File: config.mk
export PLATFORM = sky130hd
export DESIGN_NAME = keyed_store_range_max_query_top
export DESIGN_NICKNAME = d
export VERILOG_FILES = /design/src/design/ksrmq_pkg.sv /design/src/design/keyed_store_range_max_query_top.sv
export SDC_FILE = /design/constraint.sdc
export NUM_CORES = 2
export LEC_CHECK = 0
export BUFFER_PORTS_ARGS = -buffer_cell sky130_fd_sc_hd__buf_2
export CAP_MARGIN = 20
export CORE_MARGIN = 2
export CORE_UTILIZATION = 56
export DETAILED_ROUTE_END_ITERATION = 10
export GPL_TIMING_DRIVEN = 0
export PLACE_DENSITY = 0.72
export SKIP_CTS_REPAIR_TIMING = 1
export SLEW_MARGIN = 20
export SYNTH_ARGS = -nofsm -noshare
export SYNTH_HDL_FRONTEND = slang
export SYNTH_SLANG_ARGS = --single-unit
File: constraint.sdc
create_clock -name aclk -period 7.7 [get_ports aclk]
set_input_delay 1.54 -clock aclk [delete_from_list [all_inputs] [get_ports aclk]]
set_output_delay 1.54 -clock aclk [all_outputs]
set_load 0.02 [all_outputs]
File: src/design/ksrmq_pkg.sv
package ksrmq_pkg;

    // Command codes carried on the command field.
    localparam logic [1:0] CMD_FIND   = 2'd0;
    localparam logic [1:0] CMD_INSERT = 2'd1;
    localparam logic [1:0] CMD_DELETE = 2'd2;
    localparam logic [1:0] CMD_RANGE  = 2'd3;

    // Width of a stored priority.
    localparam int unsigned PRIO_BITS = 31;

    // Controller states.
    typedef enum logic [2:0] {
        ST_CLEAR,
        ST_IDLE,
        ST_SCAN,
        ST_WRITE,
        ST_RESP
    } state_t;

endpackage

File: src/design/keyed_store_range_max_query_top.sv
// Keyed store with range-maximum query.
// The input channel (s_*) takes one command per transfer: find, insert or
// update, delete, or range maximum over keys in [s_key, s_range_end).
// Keys are compared as signed values.
// The result channel (m_*) gives exactly one result per command. Fields
// that do not belong to the command are zero.
// Every command reads all CAPACITY entries of the entry memory, one per
// cycle, through its single read port. An insert or a delete is then
// written back at most once, and the result is loaded into the output
// register. m_valid and s_ready both rise when the result is loaded, so a
// new command is taken only after the result of the last one is in the
// output register.
// The output register parts the two sides: a stalled receiver holds the
// result and the block still takes the next command. A finished command
// waits only while an older result is still not taken.
// After reset the block clears all CAPACITY entries, one per cycle, and
// keeps s_ready low while it does so. The store is then empty.
// An insert of a new key into a full store changes nothing and reports
// m_status high.
module keyed_store_range_max_query_top
    import ksrmq_pkg::*;
#(
    parameter int unsigned CAPACITY = 64,
    parameter int unsigned KEY_BITS = 32
) (
    input  logic                       aclk,
    input  logic                       aresetn,
    input  logic                       s_valid,
    output logic                       s_ready,
    input  logic [1:0]                 s_command,
    input  logic signed [KEY_BITS-1:0] s_key,
    input  logic [PRIO_BITS-1:0]       s_priority_req,
    input  logic signed [KEY_BITS-1:0] s_range_end,
    output logic                       m_valid,
    input  logic                       m_ready,
    output logic                       m_found,
    output logic [PRIO_BITS-1:0]       m_range_max,
    output logic                       m_status
);

    localparam int unsigned ADDR_W  = (CAPACITY > 1) ? $clog2(CAPACITY) : 1;
    localparam int unsigned CNT_W   = $clog2(CAPACITY + 1);
    localparam int unsigned ENTRY_W = 1 + KEY_BITS + PRIO_BITS;
    localparam logic [CNT_W-1:0] CNT_LAST = CNT_W'(CAPACITY - 1);
    localparam logic [CNT_W-1:0] CNT_END  = CNT_W'(CAPACITY);

    // Entry memory: {valid, key, priority}.
    logic [ENTRY_W-1:0] mem [CAPACITY];
    logic [ENTRY_W-1:0] rd_data_reg;
    logic               rd_en;
    logic [ADDR_W-1:0]  rd_addr;
    logic               wr_en;
    logic [ADDR_W-1:0]  wr_addr;
    logic [ENTRY_W-1:0] wr_data;

    // Control registers.
    state_t             state_reg, state_next;
    logic [CNT_W-1:0]   cnt_reg, cnt_next;
    logic               rd_pend_reg, rd_pend_next;
    logic               m_valid_reg, m_valid_next;

    // Command and scan result registers.
    logic [1:0]                 cmd_reg, cmd_next;
    logic signed [KEY_BITS-1:0] key_reg, key_next;
    logic [PRIO_BITS-1:0]       prio_reg, prio_next;
    logic signed [KEY_BITS-1:0] end_reg, end_next;
    logic [ADDR_W-1:0]          rd_idx_reg, rd_idx_next;
    logic                       match_reg, match_next;
    logic [ADDR_W-1:0]          match_idx_reg, match_idx_next;
    logic                       free_reg, free_next;
    logic [ADDR_W-1:0]          free_idx_reg, free_idx_next;
    logic [PRIO_BITS-1:0]       max_reg, max_next;
    logic                       m_found_reg, m_found_next;
    logic [PRIO_BITS-1:0]       m_range_max_reg, m_range_max_next;
    logic                       m_status_reg, m_status_next;

    // The result fields are staged in ST_WRITE, so that an older result still
    // waiting in the output register keeps its payload.
    logic                       stg_found_reg, stg_found_next;
    logic [PRIO_BITS-1:0]       stg_range_max_reg, stg_range_max_next;
    logic                       stg_status_reg, stg_status_next;

    // Fields of the entry returned by the memory.
    logic                       ent_valid;
    logic signed [KEY_BITS-1:0] ent_key;
    logic [PRIO_BITS-1:0]       ent_prio;
    logic                       out_free;

    assign ent_valid = rd_data_reg[ENTRY_W-1];
    assign ent_key   = rd_data_reg[ENTRY_W-2 -: KEY_BITS];
    assign ent_prio  = rd_data_reg[PRIO_BITS-1:0];
    assign out_free  = !m_valid_reg || m_ready;

    assign s_ready     = (state_reg == ST_IDLE);
    assign m_valid     = m_valid_reg;
    assign m_found     = m_found_reg;
    assign m_range_max = m_range_max_reg;
    assign m_status    = m_status_reg;

    // Synchronous memory with one read and one write port.
    always_ff @(posedge aclk) begin
        if (wr_en) begin
            mem[wr_addr] <= wr_data;
        end
        if (rd_en) begin
            rd_data_reg <= mem[rd_addr];
        end
    end

    // Control state with reset.
    always_ff @(posedge aclk) begin
        if (!aresetn) begin
            state_reg   <= ST_CLEAR;
            cnt_reg     <= '0;
            rd_pend_reg <= 1'b0;
            m_valid_reg <= 1'b0;
        end else begin
            state_reg   <= state_next;
            cnt_reg     <= cnt_next;
            rd_pend_reg <= rd_pend_next;
            m_valid_reg <= m_valid_next;
        end
    end

    // Payload and scan registers.
    always_ff @(posedge aclk) begin
        cmd_reg         <= cmd_next;
        key_reg         <= key_next;
        prio_reg        <= prio_next;
        end_reg         <= end_next;
        rd_idx_reg      <= rd_idx_next;
        match_reg       <= match_next;
        match_idx_reg   <= match_idx_next;
        free_reg        <= free_next;
        free_idx_reg    <= free_idx_next;
        max_reg         <= max_next;
        m_found_reg     <= m_found_next;
        m_range_max_reg <= m_range_max_next;
        m_status_reg    <= m_status_next;
    end

    // Staged result registers.
    always_ff @(posedge aclk) begin
        stg_found_reg     <= stg_found_next;
        stg_range_max_reg <= stg_range_max_next;
        stg_status_reg    <= stg_status_next;
    end

    // Next state, scan datapath and memory control.
    always_comb begin
        state_next         = state_reg;
        cnt_next           = cnt_reg;
        rd_pend_next       = 1'b0;
        m_valid_next       = m_valid_reg && !m_ready;
        cmd_next           = cmd_reg;
        key_next           = key_reg;
        prio_next          = prio_reg;
        end_next           = end_reg;
        rd_idx_next        = rd_idx_reg;
        match_next         = match_reg;
        match_idx_next     = match_idx_reg;
        free_next          = free_reg;
        free_idx_next      = free_idx_reg;
        max_next           = max_reg;
        m_found_next       = m_found_reg;
        m_range_max_next   = m_range_max_reg;
        m_status_next      = m_status_reg;
        stg_found_next     = stg_found_reg;
        stg_range_max_next = stg_range_max_reg;
        stg_status_next    = stg_status_reg;
        rd_en              = 1'b0;
        rd_addr            = cnt_reg[ADDR_W-1:0];
        wr_en              = 1'b0;
        wr_addr            = cnt_reg[ADDR_W-1:0];
        wr_data            = '0;

        case (state_reg)
            ST_CLEAR: begin
                // Write an empty entry at each address once after reset.
                wr_en = 1'b1;
                if (cnt_reg == CNT_LAST) begin
                    cnt_next   = '0;
                    state_next = ST_IDLE;
                end else begin
                    cnt_next = cnt_reg + 1'b1;
                end
            end
            ST_IDLE: begin
                // Capture the command and start a fresh scan.
                if (s_valid) begin
                    cmd_next   = s_command;
                    key_next   = s_key;
                    prio_next  = s_priority_req;
                    end_next   = s_range_end;
                    cnt_next   = '0;
                    match_next = 1'b0;
                    free_next  = 1'b0;
                    max_next   = '0;
                    state_next = ST_SCAN;
                end
            end
            ST_SCAN: begin
                // Issue one read per cycle.
                if (cnt_reg != CNT_END) begin
                    rd_en        = 1'b1;
                    rd_pend_next = 1'b1;
                    rd_idx_next  = cnt_reg[ADDR_W-1:0];
                    cnt_next     = cnt_reg + 1'b1;
                end
                // Examine the entry read in the previous cycle.
                if (rd_pend_reg) begin
                    if (ent_valid && ent_key == key_reg) begin
                        match_next     = 1'b1;
                        match_idx_next = rd_idx_reg;
                    end
                    if (!ent_valid && !free_reg) begin
                        free_next     = 1'b1;
                        free_idx_next = rd_idx_reg;
                    end
                    if (cmd_reg == CMD_RANGE && ent_valid && ent_key >= key_reg
                            && ent_key < end_reg && ent_prio > max_reg) begin
                        max_next = ent_prio;
                    end
                    if (cnt_reg == CNT_END) begin
                        state_next = ST_WRITE;
                    end
                end
            end
            ST_WRITE: begin
                // Write back an insert or a delete and stage the result.
                if (cmd_reg == CMD_INSERT) begin
                    wr_data = {1'b1, key_reg, prio_reg};
                    if (match_reg) begin
                        wr_en   = 1'b1;
                        wr_addr = match_idx_reg;
                    end else if (free_reg) begin
                        wr_en   = 1'b1;
                        wr_addr = free_idx_reg;
                    end
                end else if (cmd_reg == CMD_DELETE) begin
                    wr_data = {1'b0, key_reg, prio_reg};
                    wr_en   = match_reg;
                    wr_addr = match_idx_reg;
                end
                stg_found_next     = (cmd_reg == CMD_FIND) && match_reg;
                stg_range_max_next = (cmd_reg == CMD_RANGE) ? max_reg : '0;
                stg_status_next    = (cmd_reg == CMD_INSERT) && !match_reg && !free_reg;
                state_next         = ST_RESP;
            end
            ST_RESP: begin
                // Load the result once the output register is free.
                if (out_free) begin
                    m_found_next     = stg_found_reg;
                    m_range_max_next = stg_range_max_reg;
                    m_status_next    = stg_status_reg;
                    m_valid_next     = 1'b1;
                    state_next       = ST_IDLE;
                end
            end
            default: begin
                state_next = ST_IDLE;
            end
        endcase
    end

endmodule
# Word level (Yosys, flattened, before mapping)
# Memory sizes are Yosys's and may differ from the RTL's. A register that Yosys moved wholly into a read port is not among the register bits.
# Cells that the tools add are included.
# totals
elab_cells	115
output_inout_bits	35
memories	1
ramBits	4096
ff_bits	226
inputBits	101
# memory_table
memory	depth	width	rd	rd_clocked_by_memory_dff	write_ports	line_no	source
mem	64	64	1	1	1	keyed_store_range_max_query_top.sv:48	logic [ENTRY_W-1:0] mem [CAPACITY];
# op_classes
eq_ne	20
n_addsub	1
mux	40
n_lt_le_gt_ge	3
n_reduce_logical	30
# ops
operator	count
64-bit two-way mux	2
31-bit two-way mux	3
63-bit two-way mux	1
31-bit one-hot mux with 2 select lines	1
32-bit == test	1
32-bit >= comparator	1
32-bit less-than comparator	1
31-bit > comparator	1
6-bit two-way mux	5
7-bit two-way mux	3
7-bit one-hot mux with 3 select lines	1
2-bit inequality test, second input constant	9
1-bit two-way mux	15
3-bit two-way mux	5
3-bit one-hot mux with 5 select lines	1
4-bit AND reduction	3
1-bit logical AND	10
3-bit AND reduction	3
7-bit by 1-bit adder with 7-bit output, second input constant	1
7-bit by 6-bit == test with 1-bit output, second input constant	1
7-bit == test, second input constant	1
7-bit inequality test, second input constant	1
3-bit by 2-bit == test with 1-bit output, second input constant	2
1-bit one-hot mux with 2 select lines	3
other kinds (12)	19

# Logic depth before layout (Yosys ltp)
# logic_depth
depth_word	8
depth_mapped	14
mapped_depth_nobuf	10

# Least setup slack after synthesis
# OpenSTA, ideal clock, no wires.
# synth_timing
kind	input -> register
start	input s_valid
end	register max_reg[0] (enable)
setup_time_ps	466
n_path_buf	0
path_stages	7
t_arrival_ps	6250
path_slack_ps	984
cell_sequence	nand2_1 -> inv_1 -> a211oi_1 -> o21ai_0 -> or3_1 -> o21ai_0 -> o31ai_1
# synth_between
elab_chain_cells	2
# synth_lines
item	line_no	source
start: declaration	keyed_store_range_max_query_top.sv:28	input logic s_valid,
2-bit inequality test (no line)	n/a	
4-bit AND reduction (no line)	n/a	
end signal: assignment	keyed_store_range_max_query_top.sv:136	max_reg <= max_next;
end: declaration	keyed_store_range_max_query_top.sv:72	logic [PRIO_BITS-1:0] max_reg, max_next;
# Every way passes these cells.
# A chain may end at the register's enable or synchronous reset.

# Worst setup path in the final report
# layout_timing
start	register cnt_reg[1]
end	memory mem[59][5] (netlist name) (enable)
# layout_between
elab_chain_cells	4
elab_cells_between_ends	5
classes_between	mux (5)
# layout_lines
item	line_no	source
start: declaration	keyed_store_range_max_query_top.sv:58	logic [CNT_W-1:0] cnt_reg, cnt_next;
start signal: assignment	keyed_store_range_max_query_top.sv:119	cnt_reg <= cnt_next;
6-bit two-way mux	keyed_store_range_max_query_top.sv:236	end else if (free_reg) begin
6-bit two-way mux	keyed_store_range_max_query_top.sv:233	if (match_reg) begin
6-bit two-way mux	keyed_store_range_max_query_top.sv:231	if (cmd_reg == CMD_INSERT) begin
6-bit two-way mux *	keyed_store_range_max_query_top.sv:177	case (state_reg)
end: declaration	keyed_store_range_max_query_top.sv:48	
# Every way passes the cells marked *; elsewhere a longest branch is shown, timed or not.

==> out/metrics.yaml <==
synth:
  synth_ff_type: "edfxtp_1"
  synth_area_leaders: "edfxtp_1, mux4_2, mux2i_1, ha_1, buf_2"
  synth_enable_flop_cells: 4374
  ys_async_sr_fraction_pct: 0
  synth_cell_types: 60
  yosys_warnings: 0
  syn-instance-count: 7015
  synth_area_um2: 168000
  ys_seq_elements: 4386
  yosys.area.top_type: "edfxtp_1"
  syn_avg_cell_area_um2: 24.0
  synth_top_area_share_pct: 78.2
  syn-num-nets: 7212
  ys_seq_area_share_pct: 78.3
floorplanning:
  ios: 136
  die_x_um: 552
  die_area_um2: 305000
  dieHeight_um: 552
  floorplan.core_area_um2: 299000
  rows: 201
  initial_utilization_pct: 56.2
global_route:
  grt_max_degree: 78
  grt_pass1_wl_mm: 679
  grt_overflow: 0
  grt_usage_pct: 32.9
  grt_pass1_vias: 85100
  antenna_found_initial: 50
timing:
  drv_slew: 0
  period_share_pct: 80.4
  fmax_mhz: 161
  finalHoldViolCount: 0
  finalSetupViolations: 0
  rsz0062_at_grt: "no"
  hold_slack_ns: 0.415
  fin_tns_setup_ns: 0
  finClkSkew_ns: 0.0575
  tightest_slew_ns: 1.38
  relSlewSlack_pct: 8.27
  worst_slack_ns: 1.51
  min_period_ns: 6.19
layout:
  drive_above_1_share_pct: 31.9
  stdcell_count: 12300
  synthToLayoutAreaGrowth_pct: 16.5
  post-route-util_pct: 65.4
  largest_reg_flops: 4096
  nNetsFinal: 8106
  postLayoutCellArea_um2: 196000
power_and_ir_drop:
  sequentialPowerShare_pct: 52.7
  p_int_mw: 38.6
  ir_drop_v: 0.000222
  switching_share_pct: 22.0
  p_clk_share_pct: 42.0
  p_leak_nw: 69.6
  p_switching_mw: 10.9
  total_power_mw: 49.5
  p_per_area_nw_per_um2: 253
  p_comb_share_pct: 5.3
setup_path:
  required_ns: 8.34
  start_kind: "flop"
  worstSetupPathType: "reg -> reg"
  reg2reg_depth: 11
  crit_fanout: 17
  crit_start: "cnt_reg[1]"
  critPathCaptureType: "flop"
  rrSetupSlack_ns: 1.51
  cp.arrival_ns: 6.83
  worst_r2r_endpoint: "mem[59][5]"
  regToRegStartpoint: "cnt_reg[1]"
clock_network:
  clk_pin_slew_ns: 0.06
  root_buffer: "clkbuf_16"
  htreeDepth: 5
  cts_tree: "built"
  numCtsBuffers: 425
  cts_sinks: 4386
  ctsLongestPathBuffers: 4
  insertion_delay_ns: 0.98
job:
  maxCapViolCount: 0
routing:
  wl_per_cell_um: 40.8
  route.detailed.drc: 0
  drt_iter0_drc: 15500
  vias: 85700
  wirelength_mm: 500
  detail-route-antenna-nets: 0
  first_pass_iters: 6
  vias_per_cell: 7.00
hold_path:
  min_path_cells: 0
  hold_class: "reg -> reg"
  hold_path_end: "m_range_max[22]"
  worstHoldStart: "stg_range_max_reg[22]"
placed_design:
  finalWeightedCongestion: 0.923
  dpl_cell_area_um2: 182000
  io_buffers: 135
  dp_cells: 11400
  dp_hpwl_mm: 327
  preCtsSetupSlack_ns: 2.09
run_status:
  status: "finished, final reports clean"
area by class of cell:
cell class | instances | area, um2
Clock inverter | 259 | 2740
Fill cell | 18100 | 104000
Clock buffer | 517 | 11000
Tap cell | 3958 | 4950
Antenna cell | 42 | 105
Timing Repair Buffer | 467 | 8170
Buffer | 356 | 1660
Multi-Input combinational cell | 2169 | 35100
Inverter | 104 | 398
Sequential cell | 4386 | 132000
metal layers:
| layer | wire, um | part of all wire [%] | up-vias | track usage [%] |
|---|---|---|---|---|
| met5 | 387 | 0.077 | - | 0 |
| met2 | 229000 | 46 | 7492 | 49.7 |
| met1 | 164000 | 33 | 44600 | 42.8 |
| met4 | 34800 | 7.0 | 54 | 18.9 |
| li1 | - | - | 32000 | - |
| met3 | 71300 | 14 | 1561 | 10.2 |
kinds of logic after synthesis:
family / Yosys count / share of synthesized area, %
XOR/XNOR: 6 / 0.0313
AND/OR/NAND/NOR: 416 / 1.29
buffers and inverters: 460 / 1.19
multiplexers: 1381 / 17.4
adder cells (fa/ha/maj): 96 / 0.715
AO/OA/AOI/OAI: 270 / 1.11
flip-flops: 4386 / 78.3
worst max path at each step:
stage / end / cells after the start
3_3_place_gp: mem[41][47] / 9
5_1_grt: cnt_reg[1] / 15
6_report: mem[59][5] / 11
3_5_place_dp: cnt_reg[0] / 15
4_1_cts: cnt_reg[0] / 15
2_1_floorplan: max_reg[0] / 7
synth_stat cells (12+ instances only):
cell and count:
nor2b_1 23, o221ai_1 43, o22a_1 28, and3_1 32, nand2_1 64, nand3_1 42, o22ai_1 18, buf_4 21
inv_1 103, nand4_1 22, buf_2 133, edfxtp_1 4374, a21oi_1 44, ha_1 96, buf_1 38, o21ai_0 54
a211oi_1 17, a31oi_1 13, mux4_2 1229, mux2i_1 152, nor2_1 97, dfxtp_1 12, and2_1 95, clkbuf_1 160
worst max-delay path: stages (launching register included):
cell	delay, ns
dfxtp_1	0.73
buf_2	0.40
buf_2	0.41
buf_2	0.61
clkbuf_1	0.86
a22o_1	0.59
nor2b_1	0.33
nand2_1	0.51
nor2_4	0.64
buf_12	0.26
buf_12	0.21
buf_12	0.21
placed cells by master (no fill, tap or decap), drive strengths merged, types with 64 or more instances in the layout:
master,synthesis,layout
nor2,98,98
clkinv,1,193
inv,103,115
ha,96,96
edfxtp,4374,4374
buf,195,661
clkbuf,161,679
and2,95,95
nand2,64,64
mux2i,152,152
mux4,1229,1229
power by group through the flow:
| stage | Sequential, mW | Clock [mW] | Combinational, mW |
|---|---|---|---|
| after floorplan | 26.6 | 0 | 1.38 |
| after global placement | 26.6 | 0 | 2.39 |
| after detailed placement | 26.6 | 0 | 2.52 |
| after CTS | 26.1 | 20.8 | 2.55 |
| after global routing | 26.1 | 21.7 | 2.64 |
| final | 26.1 | 20.8 | 2.62 |
No activity file was read; power rests on OpenSTA's default activity.
